### config.mk
export PLATFORM = sky130hd
export DESIGN_NAME = sia_front
export DESIGN_NICKNAME = d
export VERILOG_FILES = /design/src/rtl/core/sia_pkg.sv /design/src/rtl/core/sia_front.sv
export SDC_FILE = /design/constraint.sdc
export NUM_CORES = 1
export LEC_CHECK = 0
export ABC_AREA = 1
export BUFFER_PORTS_ARGS = -buffer_cell sky130_fd_sc_hd__buf_2
export CAP_MARGIN = 20
export CORE_ASPECT_RATIO = 2
export CORE_MARGIN = 2
export CORE_UTILIZATION = 35
export DETAILED_ROUTE_END_ITERATION = 8
export PLACE_DENSITY = 0.74
export SLEW_MARGIN = 0
export SYNTH_ARGS = -nofsm -noshare
export SYNTH_HDL_FRONTEND = slang
export SYNTH_SLANG_ARGS = --single-unit
### constraint.sdc
create_clock -name clk -period 11.8 [get_ports clk]
set_clock_uncertainty 0.15 [all_clocks]
set_input_delay 2.36 -clock clk [delete_from_list [all_inputs] [get_ports clk]]
set_output_delay 2.36 -clock clk [all_outputs]
set_load 0.005 [all_outputs]
### src/rtl/core/sia_pkg.sv
// ----------------------------------------------------------------------------
// sia_pkg
// Shared types, opcodes and status codes for the script integer alu.
// ----------------------------------------------------------------------------
package sia_pkg;

  localparam int unsigned WordW = 32;
  localparam int unsigned QueueDepth = 4;

  typedef enum logic [3:0] {
    OP_ADD = 4'd0, OP_SUB = 4'd1, OP_MUL = 4'd2, OP_FDIV = 4'd3, OP_MOD = 4'd4,
    OP_OR = 4'd5, OP_XOR = 4'd6, OP_AND = 4'd7, OP_LSH = 4'd8, OP_RSH = 4'd9,
    OP_LNOT = 4'd10, OP_POS = 4'd11, OP_NEG = 4'd12, OP_NOT = 4'd13
  } op_t;

  typedef enum logic [2:0] {
    ST_OK = 3'd0, ST_TYPE = 3'd1, ST_DIV0 = 3'd2, ST_RANGE = 3'd3, ST_OPCODE = 3'd4
  } status_t;

  localparam logic [1:0] KIND_BOOL = 2'd0;
  localparam logic [1:0] KIND_INT  = 2'd1;

  typedef struct packed {
    logic [3:0]        cmd;
    logic [1:0]        left_kind;
    logic signed [31:0] left_value;
    logic [1:0]        right_kind;
    logic signed [31:0] right_value;
  } in_item_t;

  typedef struct packed {
    logic [2:0]        status;
    logic signed [31:0] value_out;
    logic              is_boolean;
  } out_item_t;

  // classified operation handed from front to back
  typedef struct packed {
    logic [3:0]  cmd;
    logic [2:0]  status;   // early error, ST_OK when the back must compute
    logic [31:0] a;
    logic [31:0] b;
  } op_item_t;

endpackage

### src/rtl/core/sia_front.sv
// ----------------------------------------------------------------------------
// sia_front
// Accepts items, normalizes boolean operands and flags type and opcode errors.
// ----------------------------------------------------------------------------
module sia_front import sia_pkg::*; (
  input  logic      clk,
  input  logic      rst,
  input  logic      in_valid,
  output logic      in_ready,
  input  in_item_t  in_data,
  output logic      op_valid,
  input  logic      op_ready,
  output op_item_t  op_data
);

  op_item_t cls;
  logic     lnum, rnum;

  always_comb begin
    lnum = (in_data.left_kind == KIND_BOOL) || (in_data.left_kind == KIND_INT);
    rnum = (in_data.right_kind == KIND_BOOL) || (in_data.right_kind == KIND_INT);
    cls.cmd = in_data.cmd;
    cls.a = (in_data.left_kind == KIND_BOOL) ? {31'd0, |in_data.left_value}
                                             : in_data.left_value;
    cls.b = (in_data.right_kind == KIND_BOOL) ? {31'd0, |in_data.right_value}
                                              : in_data.right_value;
    if (in_data.cmd > OP_NOT) begin
      cls.status = ST_OPCODE;
    end else if (in_data.cmd >= OP_LNOT) begin
      cls.status = lnum ? ST_OK : ST_TYPE;
    end else begin
      cls.status = (lnum && rnum) ? ST_OK : ST_TYPE;
    end
  end

  assign in_ready = !op_valid || op_ready;

  always_ff @(posedge clk) begin
    if (rst) begin
      op_valid <= 1'b0;
    end else if (in_ready) begin
      op_valid <= in_valid;
    end
  end

  always_ff @(posedge clk) begin
    if (in_valid && in_ready) begin
      op_data <= cls;
    end
  end

endmodule

# Word-level counts from Yosys, hierarchy flattened
# Index checks and enable logic that the tools add are counted.
# classes
magnitude_cmp	2
n_reduce_logical	10
mux	5
n_eq_ne	2
# ops
op	n
$reduce_or 32->1	2
$mux 1	5
$eq 2x1->1 const B	2
$ge 4x4->1 const B	1
$gt 4x4->1 const B	1
$logic_not 2->1	2
$logic_or 1x1->1	3
$logic_and 1x1->1	2
$logic_not 1->1	1
# word_totals
reg_bits	72
elab_cells	26
out_inout_bits	73

# Logic depth before layout (Yosys ltp)
# logic_depth
ltp_word	5
mapped_depth	6

# Least setup slack after synthesis
# Ideal clock, no wire load.
# synth_path
kind	input to register
startpoint	input port in_valid
endpoint	register op_data[0] (netlist name), enable pin
arrival_ps	5795
setup_ps	521
slack_ps	5334
path_stages	2
path_cell_list	inv_1 -> a21oi_1
# synth_between
elab_chain_len	1
# synth_rtl
element	line	text
start, declared	sia_front.sv:8	input logic in_valid,
$logic_and 1x1->1	sia_front.sv:47	if (in_valid && in_ready) begin
end signal, assigned	sia_front.sv:48	op_data <= cls;
end, declared	sia_front.sv:13	output op_item_t op_data
# No other way between the ends.
# A chain may end at the register's enable or synchronous reset.

# Worst setup path after layout
# layout_path
startpoint	input port op_ready
endpoint	output port in_ready
# layout_between
elab_chain_len	1
# layout_rtl
element	line	text
start, declared	sia_front.sv:12	input logic op_ready,
$logic_or 1x1->1	sia_front.sv:36	assign in_ready = !op_valid || op_ready;
end, declared	sia_front.sv:9	output logic in_ready,
# No other way between the ends.

==> impl_results.md <==
- Hold Path End: op_valid
- Vias per cell: 4.284
- Reg2reg start: op_valid
- Critical path arrival: 2.77 ns
- Initial core utilization: 36.05%
- Logic pwr share: about a tenth
- Slowest cell on the critical path: buf_2
- Hold crit path type: reg -> reg
- Reg power frac: 48.6%
- CP cell instances: buf_2 -> inv_1 -> nand2_1 -> buf_2
- Final setup violation count: 0
- Total power: approximately 620 uW
- Post-CTS Resized: 0
- Largest net degree at the start of global routing: 71
- Fin crit share: 44.74%
- Mean post-synth cell area: 10.75 sq um
- Pre-CTS setup slack: 6.523 ns
- Die X: 69.12 um
- Share of the yosys chip area belonging to registers: 71.50%
- Max Fclk: 189.4 MHz
- Post-CTS setup buffers: 0
- PortBufs: 147
- 1st-pass router iterations: 4
- Clock Path Buffers: 2
- H-tree levels: 3
- Final Hold Viols: 0
- Top cell by count, worst path: buf_2
- Die height: 134.2 um
- Initial antenna violation count: 0
- Fillers: 781
- Leakage: 0.001995 uW
- Post-synthesis cell area: 2968 sq um
- NumNets Final: 504
- Worst Setup Start Kind: input port
- Cts hold-fix bufs: 0
- Most frequent cells in the layout: 147 x buf_2, 100 x nor2_1, 70 x edfxtp_1
- Inserted Clock Buffers: 9
- Power per cell area: 153.2 nW/um^2
- Worst Hold Path Cells: 2
- Register-to-Register Path Depth: 2
- Placed Cells: 515
- Crit. End Element: primary output
- RSZ-0062 raised after global routing: false
- Hold Crit Start: op_valid
- DRC errors left: 0
- IO Pins: 149
- Non-filler cells in the finished layout: roughly 530
- Clock slew at reported path FFs: 0.05 ns
- Synth-to-layout area growth: 36.89%
- Antenna Nets Post-Route: 0
- DP HPWL: 5.046 mm
- Clk sink count: 71
- Ys Warns: 0
- Crit path max fanout: 2
- Slew headroom: 39.95%
- Clock power frac: between 40% and 50%
- First-pass GRT wire length: 10.33 mm
- R2R setup slack: 10.03 ns
- Net Switching: between 100 and 150 uW
- CTS tree: done
- Maximum vdd drop: between 90 and 100 uV
- RR Endpoint: op_data[19]
- Fraction of layout cells with a size suffix above 1: approximately two fifths
- Global Route Usage Sum: ~14%
- Status: finished clean
- Final WL: roughly 6.6 mm
- Vias in the first global route: about 2,200
- Root Buffer: clkbuf_16
- Max-cap violations: 0
- Sw Ratio: around a fifth
- FP Rows: 47
- Netlist cell types: 17
- Total grt overflow: 0
- Setup slack after layout: 6.521 ns
- Skew-Pair Late Insertion Delay: 0.32 ns
- Pins Over Slew Limit: 0
- Seq cells post-synth: 71
- P_int: 493.7 uW
- Ant diodes: 0
- Initial DRC count: around 150
- Via count: 2,275
- Gp weighted congestion: about 0.74
- Cells after Synth: around 280
- Leading cell type in the layout, fill and taps excluded: buf_2
- Kind of critical path: in -> out
- Slowest stage delay, CP: approximately 0.13 ns
- Wire length per cell: roughly 12 um
- Core box area: 8233 sq um
- Net Count, Synth: between 300 and 400
- Worst slew pin tran: 0.9008 ns
- Post-layout min period: 5.279 ns
- CP required: 9.29 ns
- DIE AREA: 9277 sq um
- Sum Neg Setup Slack: 0 ns
per-layer routing:
layer / GRT usage, % / part of all wire, % / vias to the layer above
li1: - / - / 1149
met1: 14.72 / 37 / 1021
met2: 25.75 / 54 / 95
met3: 4.658 / 7.3 / 10
met4: 7.516 / 1.7 / 0
met5: 0 / 0 / -
cells by family after synthesis:
kind of cell,synth area share (%)
compound gates,0.6742
buf+inv,10.88
flops,71.50
other cells,0.1264
simple gates,16.82
power groups by stage:
stage               sequential [uW]  clock, uW  combinational (uW)
floorplan                       311          0                23.0
global placement                307          0                58.1
detailed placement              308          0                60.4
CTS                             303        269                60.7
global route                    304        278                67.4
finish                          302        261                59.4
cell usage after synthesis:
cell      number  area, sq um
and3_1         1        6.260
conb_1         1        3.750
nand3_1        6        30.03
inv_1         64        240.2
inv_2          2        7.510
nor2_2         1        6.260
edfxtp_1      70         2102
buf_4          1        7.510
dfxtp_1        1        20.02
buf_6          6        67.56
or2_4          1        8.760
or2_1          1        6.260
nand2_1       15        56.30
nor2_1       100        375.4
a21oi_1        3        15.01
nor3_1         2        10.01
o21ai_0        1        5.000
worst max path at each step:
stage	startpoint	endpoint	depth (start not counted)
global route	op_ready	in_ready	4
floorplan	in_valid	op_data[0]	2
CTS	op_ready	in_ready	4
finish	op_ready	in_ready	4
global placement	op_ready	in_ready	4
detailed placement	op_ready	in_ready	4
final cells by class:
| type | instances | area, sq um | area share [%] |
|---|---|---|---|
| multi-input combinational | 132 | 534.3 | 13.15 |
| timing repair buffer | 148 | 743.2 | 18.29 |
| sequential | 71 | 2122 | 52.23 |
| inverter | 66 | 247.7 | 6.098 |
| clock inverter | 3 | 42.54 | 1.047 |
| tap | 98 | 122.6 | 3.018 |
| clock buffer | 13 | 250.2 | 6.160 |
state kept, by name, summed over array words and instances, names as in the netlist:
register,cells
op_valid,1
op_data,70
through the flow:
step | hold WS, ns | instance area (sq um) | utilization (%)
finish | 0.3768 | 4063 | 49.35
global route | 0.4297 | 4063 | 49.35
CTS | 0.3794 | 4063 | 49.35
detailed placement | 0.3713 | 3770 | 45.79
global placement | 0.3570 | 3770 | 45.79
floorplan | 0.3567 | 2968 | -
worst max-delay path: cells and delay by family:
kind / cells / cell delay (ns)
buf+inv: 3 / 0.33
simple gates: 1 / 0.07
No activity file was read; power rests on OpenSTA's default activity.
