$ cat config.mk
export PLATFORM = sky130hd
export DESIGN_NAME = sia_queue
export DESIGN_NICKNAME = d
export VERILOG_FILES = /design/src/rtl/core/sia_pkg.sv /design/src/rtl/core/sia_queue.sv
export SDC_FILE = /design/constraint.sdc
export NUM_CORES = 1
export LEC_CHECK = 0
export BUFFER_PORTS_ARGS = -buffer_cell sky130_fd_sc_hd__clkbuf_2
export CORE_ASPECT_RATIO = 1.4
export CORE_MARGIN = 1.5
export CORE_UTILIZATION = 50
export CTS_CLUSTER_SIZE = 14
export DETAILED_ROUTE_END_ITERATION = 6
export HOLD_SLACK_MARGIN = 0.12
export PLACE_DENSITY = 0.7
export SLEW_MARGIN = 20
export SYNTH_ARGS = -nofsm -noshare
export SYNTH_HDL_FRONTEND = slang
export SYNTH_SLANG_ARGS = --single-unit
$ cat constraint.sdc
create_clock -name clk -period 4 [get_ports clk]
set_input_delay 0.2 -clock clk [delete_from_list [all_inputs] [get_ports clk]]
set_output_delay 0.2 -clock clk [all_outputs]
set_load 0.01 [all_outputs]
$ cat src/rtl/core/sia_pkg.sv
// ----------------------------------------------------------------------------
// sia_pkg
// Shared types, opcodes and status codes for the script integer alu.
// ----------------------------------------------------------------------------
package sia_pkg;

  localparam int unsigned WordW = 32;
  localparam int unsigned QueueDepth = 4;

  typedef enum logic [3:0] {
    OP_ADD = 4'd0, OP_SUB = 4'd1, OP_MUL = 4'd2, OP_FDIV = 4'd3, OP_MOD = 4'd4,
    OP_OR = 4'd5, OP_XOR = 4'd6, OP_AND = 4'd7, OP_LSH = 4'd8, OP_RSH = 4'd9,
    OP_LNOT = 4'd10, OP_POS = 4'd11, OP_NEG = 4'd12, OP_NOT = 4'd13
  } op_t;

  typedef enum logic [2:0] {
    ST_OK = 3'd0, ST_TYPE = 3'd1, ST_DIV0 = 3'd2, ST_RANGE = 3'd3, ST_OPCODE = 3'd4
  } status_t;

  localparam logic [1:0] KIND_BOOL = 2'd0;
  localparam logic [1:0] KIND_INT  = 2'd1;

  typedef struct packed {
    logic [3:0]        cmd;
    logic [1:0]        left_kind;
    logic signed [31:0] left_value;
    logic [1:0]        right_kind;
    logic signed [31:0] right_value;
  } in_item_t;

  typedef struct packed {
    logic [2:0]        status;
    logic signed [31:0] value_out;
    logic              is_boolean;
  } out_item_t;

  // classified operation handed from front to back
  typedef struct packed {
    logic [3:0]  cmd;
    logic [2:0]  status;   // early error, ST_OK when the back must compute
    logic [31:0] a;
    logic [31:0] b;
  } op_item_t;

endpackage

$ cat src/rtl/core/sia_queue.sv
// ----------------------------------------------------------------------------
// sia_queue
// Short fifo between the front and the back.
// ----------------------------------------------------------------------------
module sia_queue import sia_pkg::*; #(
  parameter int unsigned Depth = QueueDepth
) (
  input  logic     clk,
  input  logic     rst,
  input  logic     wr_valid,
  output logic     wr_ready,
  input  op_item_t wr_data,
  output logic     rd_valid,
  input  logic     rd_ready,
  output op_item_t rd_data
);

  localparam int unsigned AW = (Depth > 1) ? $clog2(Depth) : 1;

  op_item_t          mem [Depth];
  logic [AW-1:0]     wptr, rptr;
  logic [AW:0]       count;
  logic              wr, rd;

  assign wr_ready = count != (AW+1)'(Depth);
  assign rd_valid = count != '0;
  assign wr = wr_valid && wr_ready;
  assign rd = rd_valid && rd_ready;
  assign rd_data = mem[rptr];

  always_ff @(posedge clk) begin
    if (rst) begin
      wptr  <= '0;
      rptr  <= '0;
      count <= '0;
    end else begin
      if (wr) wptr <= (wptr == AW'(Depth - 1)) ? '0 : wptr + 1'b1;
      if (rd) rptr <= (rptr == AW'(Depth - 1)) ? '0 : rptr + 1'b1;
      count <= count + (AW+1)'(wr) - (AW+1)'(rd);
    end
  end

  always_ff @(posedge clk) begin
    if (wr) mem[wptr] <= wr_data;
  end

  assert property (@(posedge clk) disable iff (rst) count <= (AW+1)'(Depth))
    else $error("queue overflow");
  assert property (@(posedge clk) disable iff (rst) rd_valid && !rd |=> $stable(rptr))
    else $error("read pointer moved without a pop");
  assert property (@(posedge clk) disable iff (rst) wr && !rd |=> count == $past(count) + 1'b1)
    else $error("count lost a push");

endmodule

Yosys cells after proc, flatten, opt, wreduce, memory -nomap -nowiden

Memory sizes are Yosys's and may differ from the RTL's. A register that Yosys moved wholly into a read port is not among the register bits.
Index checks and enable logic that the tools add are counted.

Register bits: 7
Latch bits: 0
Bits in writable memories: 284
Memory bits (read-only): 0
Bits of input ports: 75
Output and inout bits: 73
Word-level logic and storage cells: 20
Memories: 1

Add/sub/neg operators: 4
Multiply operators: 0
Div/mod/pow operators: 0
Order comparisons: 0
Equal/unequal tests: 3
Shift-type cells: 0
Muxes and demuxes: 6
Bitwise gates (word level): 0
Reductions and logical operators: 3

Memory list:

| memory | depth | bits a word | read ports | clocked after Yosys merged registers in | wr ports | line            | RTL |
|---|---|---|---|---|---|---|---|
| mem    | 4     | 71          | 1          | 1                                       | 1        | sia_queue.sv:20 | `op_item_t mem [Depth];` |

Operators with widths:

| kind                  | number |
|---|---|
| $mux W2               | 4 |
| $add A2 B1 Y2 const B | 2 |
| $eq A2 B2 Y1 const B  | 2 |
| $add A3 B1 Y3         | 1 |
| $ne A3 B3 Y1 const B  | 1 |
| $reduce_bool A3 Y1    | 1 |
| $sub A3 B1 Y3         | 1 |
| $logic_and A1 B1 Y1   | 2 |
| $mux W1               | 2 |

Depth between registers and ports, before layout

Gate-level depths: netlist of the first run.

Depth after elaboration: 4
Mapped depth: 11
Depth with buffers taken out: 10

Least setup slack after synthesis of the first run

OpenSTA, ideal clock, no wires.

Kind: flip-flop to flip-flop
From: register count[1]
To: memory mem[2][0] (netlist bit) (enable)
Setup time: 0.437 ns
Arrival: 2.374 ns
Required time: 3.563 ns
Path slack: 1.189 ns
Cell stages (with the launch flop): 4
Path buffers: 1
Clock period less this slack: 2.811 ns
Cells stage by stage: dfxtp_1 > or3b_1 > buf_6 > and3_1

Cells in the longest elaborated chain, start to end: 4

RTL lines:

| item                          | line            | RTL |
|---|---|---|
| start, declared               | sia_queue.sv:22 | `logic [AW:0] count;` |
| start signal, assigned        | sia_queue.sv:39 | `count <= count + (AW+1)'(wr) - (AW+1)'(rd);` |
| $ne A3 B3 Y1                  | sia_queue.sv:25 | `assign wr_ready = count != (AW+1)'(Depth);` |
| named net wr_ready            | sia_queue.sv:11 | `output logic wr_ready,` |
| $logic_and A1 B1 Y1           | sia_queue.sv:27 | `assign wr = wr_valid && wr_ready;` |
| $mux W1                       | sia_queue.sv:44 | `if (wr) mem[wptr] <= wr_data;` |
| $mux W1 (not written as such) | sia_queue.sv:44 |  |
| end, declared                 | sia_queue.sv:20 |  |

The timed path passes the listed nets, and every way through them passes these cells.

==> results of run 1 <==
cell families after synthesis:
kind of cell    Yosys count
mux                      73
fa+ha+maj                 8
buf+inv                  23
xor+xnor                  1
simple gates             18
compound gates            4
flops                   293
how the worst max path moves through the flow:
stage | start | endpoint | slack, ps
floorplan | count[1]$_SDFF_PP0_ | mem[2][0]$_DFFE_PP_ | 1190
global placement | count[1]$_SDFF_PP0_ | count[2]$_SDFF_PP0_ | 1640
detailed placement | count[1]$_SDFF_PP0_ | count[2]$_SDFF_PP0_ | 1490
CTS | flip-flop | rd_data[11] | 1150
global route | flip-flop | rd_data[11] | 1070
finish | flip-flop | rd_data[11] | 1270
per-stage QoR:
stage / power [mW] / std cells
detailed placement: 5.65 / 810
finish: 7.87 / 935
global route: 8.21 / 935
CTS: 7.95 / 930
global placement: 5.60 / 810
floorplan: 5.02 / 420
cell usage after synthesis:
cell / number
o21ai_2: 1
nor2b_1: 1
or3b_1: 1
dfxtp_1: 9
and3_2: 3
and2_2: 1
o31ai_1: 1
buf_4: 7
or3_1: 2
edfxtp_1: 284
nand2_2: 1
and3_1: 1
a211o_1: 1
xor2_1: 1
buf_6: 1
nand2_1: 1
ha_1: 7
inv_1: 5
mux4_2: 71
mux2i_1: 2
nand2b_1: 2
nor2_1: 3
or3_2: 1
buf_2: 2
clkbuf_1: 8
nor3_1: 1
a21oi_1: 1
fa_1: 1
final cells by class:
type                    instances  area share (%)
multi-input cells             104            14.2
inverters                       5           0.141
flip-flops and latches        293            65.5
repair buffers                226            11.9
diodes                          1          0.0188
clock buffers                  33            5.25
well taps                     260            2.45
clock inverters                13           0.470
per-layer routing:
metal,up-vias,GRT usage (%),wire [um]
met5,-,0,0
met4,0,6.16,566
met3,44,2.97,817
met2,133,31.9,10300
met1,2557,20.5,7470
li1,2268,-,-
sequential cells by signal (all words and copies together) (netlist names), named ones only:
name,count
count,3
mem,284
rptr,2
wptr,2
cells in the final DEF (no fill, tap or decap):
cell,instances
clkinv_2,5
buf_12,4
clkbuf_16,27
clkbuf_1,6
or3b_1,1
and3_4,4
or3_1,2
buf_16,1
nor2_1,3
inv_1,5
mux2i_1,2
nor2b_1,1
dlygate4sd3_1,74
diode_2,1
fa_1,1
nand2b_1,2
nand2_1,1
dfxtp_1,7
or3_2,1
mux4_2,71
dfxtp_4,2
clkinv_1,6
o21ai_2,1
clkbuf_2,147
ha_1,7
a21oi_1,1
edfxtp_1,284
o31ai_1,1
nand2_2,1
clkinvlp_4,2
and2_2,1
a211o_1,1
nor3_1,1
xor2_1,1
where the power goes:
part	total (mW)	leakage, nW	switching, mW	internal (mW)
combinational	1.63	1.50	0.787	0.847
clock	2.25	0.369	1.02	1.23
sequential	3.99	2.68	0.222	3.76
total	7.87	4.54	2.03	5.84
worst max-delay path, stage by stage, from the launching register on:
cell	delay, ps
dfxtp_4	890
buf_12	370
mux4_2	570
clkbuf_2	150
timing repair:
item / CTS / global route
endpoints found under the hold margin: 293 / 0
setup buffers: 0 / 0
hold buffers: 74 / 0
setup endpoints to repair: 0 / 0
==> metrics.yaml, run 1 <==
finish:
  fill_cells: 1450
  multi_input_area_sq_mm: 0.00189
  ff_latch_area_sq_mm: 0.00872
  area_growth_pct: 24.2
  nets: 740
  post-route-util_pct: 63.0
  stdcell_area_sq_mm: 0.0133
  final_layout_size_suffix_gt1_share_pct: 39.6
placed_design:
  place_ws_ps: 1490
  dpl-instance-area_sq_mm: 0.0117
  globalplace.congestion: 0.664
  portBuffers: 147
  hpwl_um: 10500
yosys:
  synth-seq-cells: 293
  synth_area_leaders: "edfxtp_1, mux4_2, dfxtp_1"
  synth.distinct_cells: 28
  ys_warn_count: 0
  syn_area_per_cell_sq_um: 25.5
  synth-compound-area-share_pct: 0.280
  synthMuxAreaShare_pct: 15.1
  synth_simple_gate_area_share_pct: 1.03
  netlist_instances: 420
  ys_seq_area_share_pct: 81.3
  syn_area_sq_mm: 0.0107
  yosys.area.top_type: "edfxtp_1"
  synthAdderAreaFrac_pct: 1.01
  synth_top_area_share_pct: 79.7
  synth_xor_area_share_pct: 0.0818
  synth_fp_nets: 503
  synth_top_family_by_area: "multiplexers"
clock_tree:
  cts_sinks: 293
  cts_buffers: 27
  h-tree-depth: 1
  clkLatencyLatePin_ps: 520
  path_clk_slew_ps: 70
  cts_root_buffer: "clkbuf_16"
  cts_resized: 0
  cts_tree: "done"
  clockBufferDepth: 3
sta:
  rsz0062_at_grt: "no"
  slew_viol_final: 0
  skew_ps: 7.84
  tns_ps: 0
  fin_crit_sh_pct: 68.2
  min_period_ps: 2730
  worst_hold_slack_ps: 442
  slew_headroom_pct: 25.0
  setup_viol: 0
  worstMarginPinSlew_ps: 1130
  hold_violations: 0
  setup_ws_ps: 1270
  fmax_ghz: 0.367
min_path:
  hold_end: "mem[3][56]$_DFFE_PP_"
  hold_start: "wr_data[56]"
  whs_path_depth: 2
  min_path_type: "in2reg"
setup_path:
  cp.arrival_ps: 2530
  cp.required_ps: 3800
  r2r_slack_ps: 1490
  r2r-end: "count[2]$_SDFF_PP0_"
  regToRegStartpoint: "count[1]$_SDFF_PP0_"
  crit_type: "reg2out"
  endpoint_kind: "output pin"
  crit_path_start_kind: "flip-flop"
  crit_fanout: 39
  ff2ff_path_depth: 10
floorplanning:
  io_pins: 148
  die_area_sq_mm: 0.0223
  row_count: 63
  die_width_um: 127
  die_h_um: 176
  core_sq_mm: 0.0211
  initial_core_util_pct: 50.7
global_route:
  antenna_found_initial: 1
  grt_pass1_vias: 5559
  grt_max_degree: 72
  overflow: 0
  grt.total_usage_pct: 17.3
  grt_pass1_wl_um: 29500
route:
  wirelength_um: 19200
  vias_per_cell: 5.35
  dr.pass1.iters: 4
  wl_per_cell_um: 20.5
  drc: 0
  drt_iter0_drc: 271
  ant_nets: 0
  num_vias: 5002
outcome:
  run_status: "finished, final reports clean"
power_and_ir_drop:
  power_per_cell_area_mw_per_mm2: 591
  vdd_drop_max_mv: 0.439
  cellLeakagePower_nw: 4.54
run:
  cap_violations: 0
Power figures use the tool's default switching activity.
==> run 2: changes to the inputs <==
--- a/config.mk
+++ b/config.mk
@@ -12,7 +12,7 @@
 export CTS_CLUSTER_SIZE = 14
 export DETAILED_ROUTE_END_ITERATION = 6
 export HOLD_SLACK_MARGIN = 0.12
-export PLACE_DENSITY = 0.7
+export PLACE_DENSITY = 0.73
 export SLEW_MARGIN = 20
 export SYNTH_ARGS = -nofsm -noshare
 export SYNTH_HDL_FRONTEND = slang
==> constraint.sdc (replaced) <==
create_clock -name clk -period 2.32 [get_ports clk]
set_input_delay 0.116 -clock clk [delete_from_list [all_inputs] [get_ports clk]]
set_output_delay 0.116 -clock clk [all_outputs]
set_load 0.01 [all_outputs]
==> run 2 against run 1 <==
Net effect:
- flip-flop and latch count stayed put
- utilization increased by 1.2 points
- non-clock buffer count is 19 higher
- worst hold slack got worse by 83 ps
- largest power group unchanged
- cell count up 1.8%
- register-to-register slack got worse by 1400 ps
- total power grew 78%
- cell area increased by 1.9%
- highest routed layer unchanged
==> metrics.yaml, run 2 (synthesized netlist as in run 1, its figures left out) <==
clock_tree:
  clockBufferDepth: 3  # unchanged
  cts_root_buffer: "clkbuf_16"
  clkLatencyLatePin_ps: 520  # about the same
  path_clk_slew_ps: 60  # about the same
  cts_sinks: 293  # unchanged
  cts_buffers: 26  # -3.7%
  cts_tree: "done"
  h-tree-depth: 1  # unchanged
finish:
  top_register: "mem"
  area_growth_pct: 26.5
  final_cells: 952  # +1.8%
  final_layout_size_suffix_gt1_share_pct: 41.8  # +2.1 points
  largestRegisters: "mem x284, count x3"
  layout_common_cells: "edfxtp_1, clkbuf_2, dlygate4sd3_1, mux4_2, clkbuf_16"
  final_common_cell: "edfxtp_1"
  antennaDiodeCount: 0  # -1
  largest_reg_flops: 284  # unchanged
  nets: 758  # +2.4%
  post-route-util_pct: 64.1  # +1.2 points
  stdcell_area_sq_mm: 0.0135  # +1.9%
setup_path:
  crit_path_start_kind: "flip-flop"
  cp.arrival_ps: 2660  # +130 ps
  cp.required_ps: 2760  # -1040 ps
  endpoint_kind: "flip-flop"
  crit_start: "count[2]$_SDFF_PP0_"
  crit_type: "reg2reg"
  crit_fanout: 5  # -87%
  regToRegStartpoint: "count[2]$_SDFF_PP0_"
floorplanning:
  io_pins: 148  # unchanged
  row_count: 63  # unchanged
  die_width_um: 127  # unchanged
  core_sq_mm: 0.0211  # unchanged
  die_area_sq_mm: 0.0223  # unchanged
  initial_core_util_pct: 50.7  # unchanged
  die_h_um: 176  # unchanged
placed_design:
  globalplace.congestion: 0.721  # +8.6%
  dpl.cell_count: 832  # +2.7%
  portBuffers: 147  # unchanged
  hpwl_um: 12600  # +20%
  dpl-instance-area_sq_mm: 0.0120  # +2.3%
power_and_ir_drop:
  p_int_mw: 10.4  # +78%
  power.share.clock_pct: 28.7  # about the same
  fin_total_pwr_mw: 14.0  # +78%
  p_sw_share_pct: 25.5  # -0.25 points
  vdd_drop_max_mv: 1.11  # +150%
  power_per_cell_area_mw_per_mm2: 1030  # +74%
  cellLeakagePower_nw: 4.68  # +3.0%
  power_frac_seq_pct: 48.1  # -2.6 points
  power.switching_mw: 3.56  # +76%
  combPwrFrac_pct: 23.2  # +2.4 points
global_route:
  grt_pass1_vias: 5724  # +3.0%
  grt.total_usage_pct: 18.4  # +1.1 points
  grt_max_degree: 33  # -54%
  overflow: 0  # unchanged
  antenna_found_initial: 0  # -1
  grt_pass1_wl_um: 31200  # +5.9%
min_path:
  min_path_type: "in2reg"
  hold_start: "wr_data[26]"
route:
  wirelength_um: 20400  # +6.3%
  vias_per_cell: 5.49  # +2.5%
  drt_iter0_drc: 312  # +15%
  drc: 0  # unchanged
  ant_nets: 0  # unchanged
  num_vias: 5222  # +4.4%
  wl_per_cell_um: 21.4  # +4.4%
  dr.pass1.iters: 4  # unchanged
sta:
  rsz0062_at_grt: "no"
  fmax_ghz: 0.449
  worstMarginPinSlew_ps: 403  # -723 ps
  slew_headroom_pct: 73.1  # +48 points
  hold_violations: 0  # unchanged
  fin_crit_sh_pct: 96.0
  slew_viol_final: 0  # unchanged
  min_period_ps: 2230
  skew_ps: 22.4  # +14.5 ps
  tns_ps: 0  # unchanged
  setup_viol: 0  # unchanged
run:
  cap_violations: 0  # unchanged
outcome:
  run_status: "finished, final reports clean"
==> run 2: changes by cell type in the layout (fill, tap and decap cells not counted), moves of 2 or more <==
cell,before,now
buf_4,0,14
buf_12,4,9
clkbuf_1,6,10
clkinv_1,6,2
clkbuf_8,0,2
clkinv_2,5,3
clkinvlp_4,2,0
==> run 2: area by class of cell <==
type                            count  area (sq um)
Clock buffer                       39           741
Clock inverter                      6          52.6
Fill cell                        1408          7580
Inverter                            5          18.8
Multi-Input combinational cell    104          1900
Sequential cell                   293          8720
Tap cell                          260           325
Timing Repair Buffer              245          1790
==> run 2: worst max-delay path, cell delays in order (launching register included) <==
cell and delay (ps):
dfxtp_2 360, or3b_4 390, nand2_2 90, ha_1 230, inv_1 60, ha_1 130
inv_1 60, fa_2 350, xor2_1 160, and2_2 190, nor3_1 130
==> run 2: repair_timing <==
action	4_1_cts	5_1_grt
hold endpoints to repair	293	0
buffers inserted	1	0
endpoints found under the setup margin	27	1
gates resized for setup	0	4
hold buffers	74	0
==> run 2: routing by layer <==
metal	global-route usage (%)	vias up	share of wire, %	routed length [um]
met1	22.3	2731	38	7680
met5	0	-	0	0
met3	2.97	32	5.1	1050
li1	-	2304	-	-
met4	5.21	0	1.9	393
met2	34.2	155	55	11200
==> run 2: per-stage QoR <==
| stage | hold slack (ps) | setup slack, ps |
|---|---|---|
| after floorplan | 215 | 19.0 |
| after global placement | 328 | 128 |
| after detailed placement | 334 | 16.5 |
| after CTS | 331 | 6.07 |
| after global routing | 344 | 14.1 |
| final | 359 | 91.8 |
==> run 2: path summary, 6_finish.rpt <==
| kind | end | slack (ps) | cells after the start |
|---|---|---|---|
| hold reg to reg | count[2]$_SDFF_PP0_ | 530 | 2 |
| hold / removal | mem[3][26]$_DFFE_PP_ | 360 | 2 |
| setup / recovery | count[2]$_SDFF_PP0_ | 90 | 10 |
| setup reg to reg | count[2]$_SDFF_PP0_ | 90 | 10 |
==> run 2: power by group through the flow <==
stage	combinational, mW	sequential, mW	clock (mW)
2_1_floorplan	1.95	6.70	0
3_3_place_gp	3.04	6.82	0
3_5_place_dp	3.10	6.88	0
4_1_cts	3.30	6.73	4.10
5_1_grt	3.47	6.78	4.32
6_report	3.24	6.72	4.01
==> run 3: changes to the inputs <==
--- a/config.mk
+++ b/config.mk
@@ -5,7 +5,9 @@
 export SDC_FILE = /design/constraint.sdc
 export NUM_CORES = 1
 export LEC_CHECK = 0
+export ABC_AREA = 0
 export BUFFER_PORTS_ARGS = -buffer_cell sky130_fd_sc_hd__clkbuf_2
+export CAP_MARGIN = 20
 export CORE_ASPECT_RATIO = 1.4
 export CORE_MARGIN = 1.5
 export CORE_UTILIZATION = 50
==> constraint.sdc (replaced) <==
create_clock -name clk -period 2.32 [get_ports clk]
set_input_delay 0 -clock clk [delete_from_list [all_inputs] [get_ports clk]]
set_output_delay 0 -clock clk [all_outputs]
set_load 0.01 [all_outputs]
==> run 3 against run 2 <==
Net effect:
- critical path depth unchanged
- total power down 1.3%
- global-route usage about the same
- cell count down 0.53%
- register-to-register slack better by 40 ps
- die area unchanged
- first-iteration DRC count down 1.3%
==> metrics.yaml, run 3 (synthesized netlist as in run 1, its figures left out) <==
placed_design:
  dpl-instance-area_sq_mm: 0.0119  # -0.40%
  dpl.cell_count: 829  # -0.36%
  portBuffers: 147  # unchanged
  hpwl_um: 12400  # -2.0%
  globalplace.congestion: 0.748  # +3.7%
sta:
  rsz0062_at_grt: "no"
  worstMarginPinSlew_ps: 449  # +46.4 ps
  skew_ps: 8.67  # -13.7 ps
  min_period_ps: 2180  # -44.4 ps
  setup_viol: 0  # unchanged
  tns_ps: 0  # unchanged
  hold_violations: 0  # unchanged
  slew_headroom_pct: 70.1  # -3.1 points
  fmax_ghz: 0.458  # +2.0%
  slew_viol_final: 0  # unchanged
  fin_crit_sh_pct: 94.1  # -1.9 points
setup_path:
  crit_slowest_cell: "or3b_4"
  crit_chain: "or3b_4 -> nand2_2 -> ha_1 -> inv_1 -> ha_1 -> inv_1 -> fa_2 -> xor2_1 -> and2_2 -> nor3_1"
  worst-path-buf-inv: 2  # unchanged
  crit_type: "reg2reg"
  crit_fanout: 5  # unchanged
  cp.required_ps: 2760  # about the same
  r2r_slack_ps: 140  # +40 ps
  crit_path_start_kind: "flip-flop"
  critPathTopFamily: "simple AND/OR/NAND/NOR gates"
  endpoint_kind: "flip-flop"
  cp.arrival_ps: 2620  # -40 ps
  critPathMaxStageDelay_ps: 390  # about the same
clock_tree:
  cts_buffers: 26  # unchanged
  h-tree-depth: 1  # unchanged
  clkLatencyLatePin_ps: 520  # about the same
  cts_root_buffer: "clkbuf_16"
  cts_sinks: 293  # unchanged
  postCtsSetupBuffers: 0  # -1
  path_clk_slew_ps: 60  # about the same
  clockBufferDepth: 3  # unchanged
  cts_tree: "done"
route:
  dr.pass1.iters: 4  # unchanged
  drt_iter0_drc: 308  # -1.3%
  wl_per_cell_um: 21.5  # +0.36%
  num_vias: 5169  # -1.0%
  vias_per_cell: 5.46  # -0.49%
  drc: 0  # unchanged
  ant_nets: 0  # unchanged
  wirelength_um: 20300  # -0.17%
global_route:
  grt.total_usage_pct: 18.4  # -0.039 points
  grt_pass1_wl_um: 31100  # -0.40%
  grt_max_degree: 41  # +24%
  grt_pass1_vias: 5723  # -0.017%
  antenna_found_initial: 1  # +1
  overflow: 0  # unchanged
floorplanning:
  die_area_sq_mm: 0.0223  # unchanged
  core_sq_mm: 0.0211  # unchanged
  die_h_um: 176  # unchanged
  row_count: 63  # unchanged
  io_pins: 148  # unchanged
  initial_core_util_pct: 50.7  # unchanged
  die_width_um: 127  # unchanged
outcome:
  run_status: "finished, final reports clean"
finish:
  top_register: "mem"
  nets: 754  # -0.53%
  largest_reg_flops: 284  # unchanged
  layout_common_cells: "edfxtp_1, clkbuf_2, dlygate4sd3_1, mux4_2, clkbuf_16"
  area_growth_pct: 25.6
  final_common_cell: "edfxtp_1"
  final_layout_size_suffix_gt1_share_pct: 41.4  # -0.36 points
  largestRegisters: "mem x284, count x3"
  stdcell_area_sq_mm: 0.0134  # -0.73%
  final_cells: 947  # -0.53%
run:
  cap_violations: 0  # unchanged
power_and_ir_drop:
  power_per_cell_area_mw_per_mm2: 1030  # -0.62%
  vdd_drop_max_mv: 0.788  # -29%
  cellLeakagePower_nw: 4.63  # -1.0%
min_path:
  min_path_type: "in2reg"
==> run 3: cell count changes in the layout (fill, tap and decap cells not counted) <==
cell / before / now
buf_12: 9 / 7
clkbuf_1: 10 / 8
clkbuf_8: 2 / 0
clkinv_1: 2 / 4
buf_16: 1 / 0
buf_4: 14 / 13
dfxtp_1: 6 / 5
dfxtp_2: 1 / 2
diode_2: 0 / 1
==> run 3: stage by stage <==
step / power, mW / worst slack, ps / util [%] / hold WS (ps)
2_1_floorplan: 8.65 / 19.0 / - / 98.9
3_3_place_gp: 9.81 / 129 / 56.4 / 212
3_5_place_dp: 9.92 / 53.4 / 56.4 / 219
4_1_cts: 14.0 / 32.6 / 63.6 / 217
5_1_grt: 14.4 / 50.5 / 63.7 / 220
6_report: 13.8 / 136 / 63.7 / 238
==> run 3: worst reg2reg max path: stages, from the launching register on <==
cell and delay (ps):
dfxtp_2 360, or3b_4 390, nand2_2 90, ha_1 220
inv_1 50, ha_1 130, inv_1 50, fa_2 350
xor2_1 160, and2_2 190, nor3_1 110
==> run 3: layer usage <==
layer / share of wire (%) / global-route usage (%) / vias to the layer above
met2: 55 / 33.9 / 167
met4: 2.0 / 5.30 / 0
met1: 38 / 22.3 / 2681
li1: - / - / 2287
met3: 5.4 / 3.24 / 34
met5: 0 / 0 / -
==> run 3: report_power, final <==
part / switching [mW] / internal, mW
sequential: 0.194 / 6.49
combinational: 1.61 / 1.55
clock: 1.72 / 2.22
==> run 3: what timing repair did <==
item	in CTS	in global routing
hold endpoints to repair	332	0
gates resized for setup	0	5
endpoints found under the setup margin	0	1
hold buffers	74	0
==> run 3: area by class of cell <==
class / count / area (sq um)
fillers: 1404 / 7680
diodes: 1 / 2.50
clock inverters: 8 / 60.1
flip-flops and latches: 293 / 8720
well taps: 260 / 325
multi-input cells: 104 / 1900
clock buffers: 35 / 706
inverters: 5 / 18.8
repair buffers: 241 / 1710
==> run 3: worst paths after layout <==
kind	depth (start not counted)	end	start
hold / removal	2	mem[2][43]$_DFFE_PP_	wr_data[43]
setup reg to reg	10	count[2]$_SDFF_PP0_	count[2]$_SDFF_PP0_
hold reg to reg	2	flip-flop	rptr[0]$_SDFFE_PP0N_
setup / recovery	10	count[2]$_SDFF_PP0_	count[2]$_SDFF_PP0_
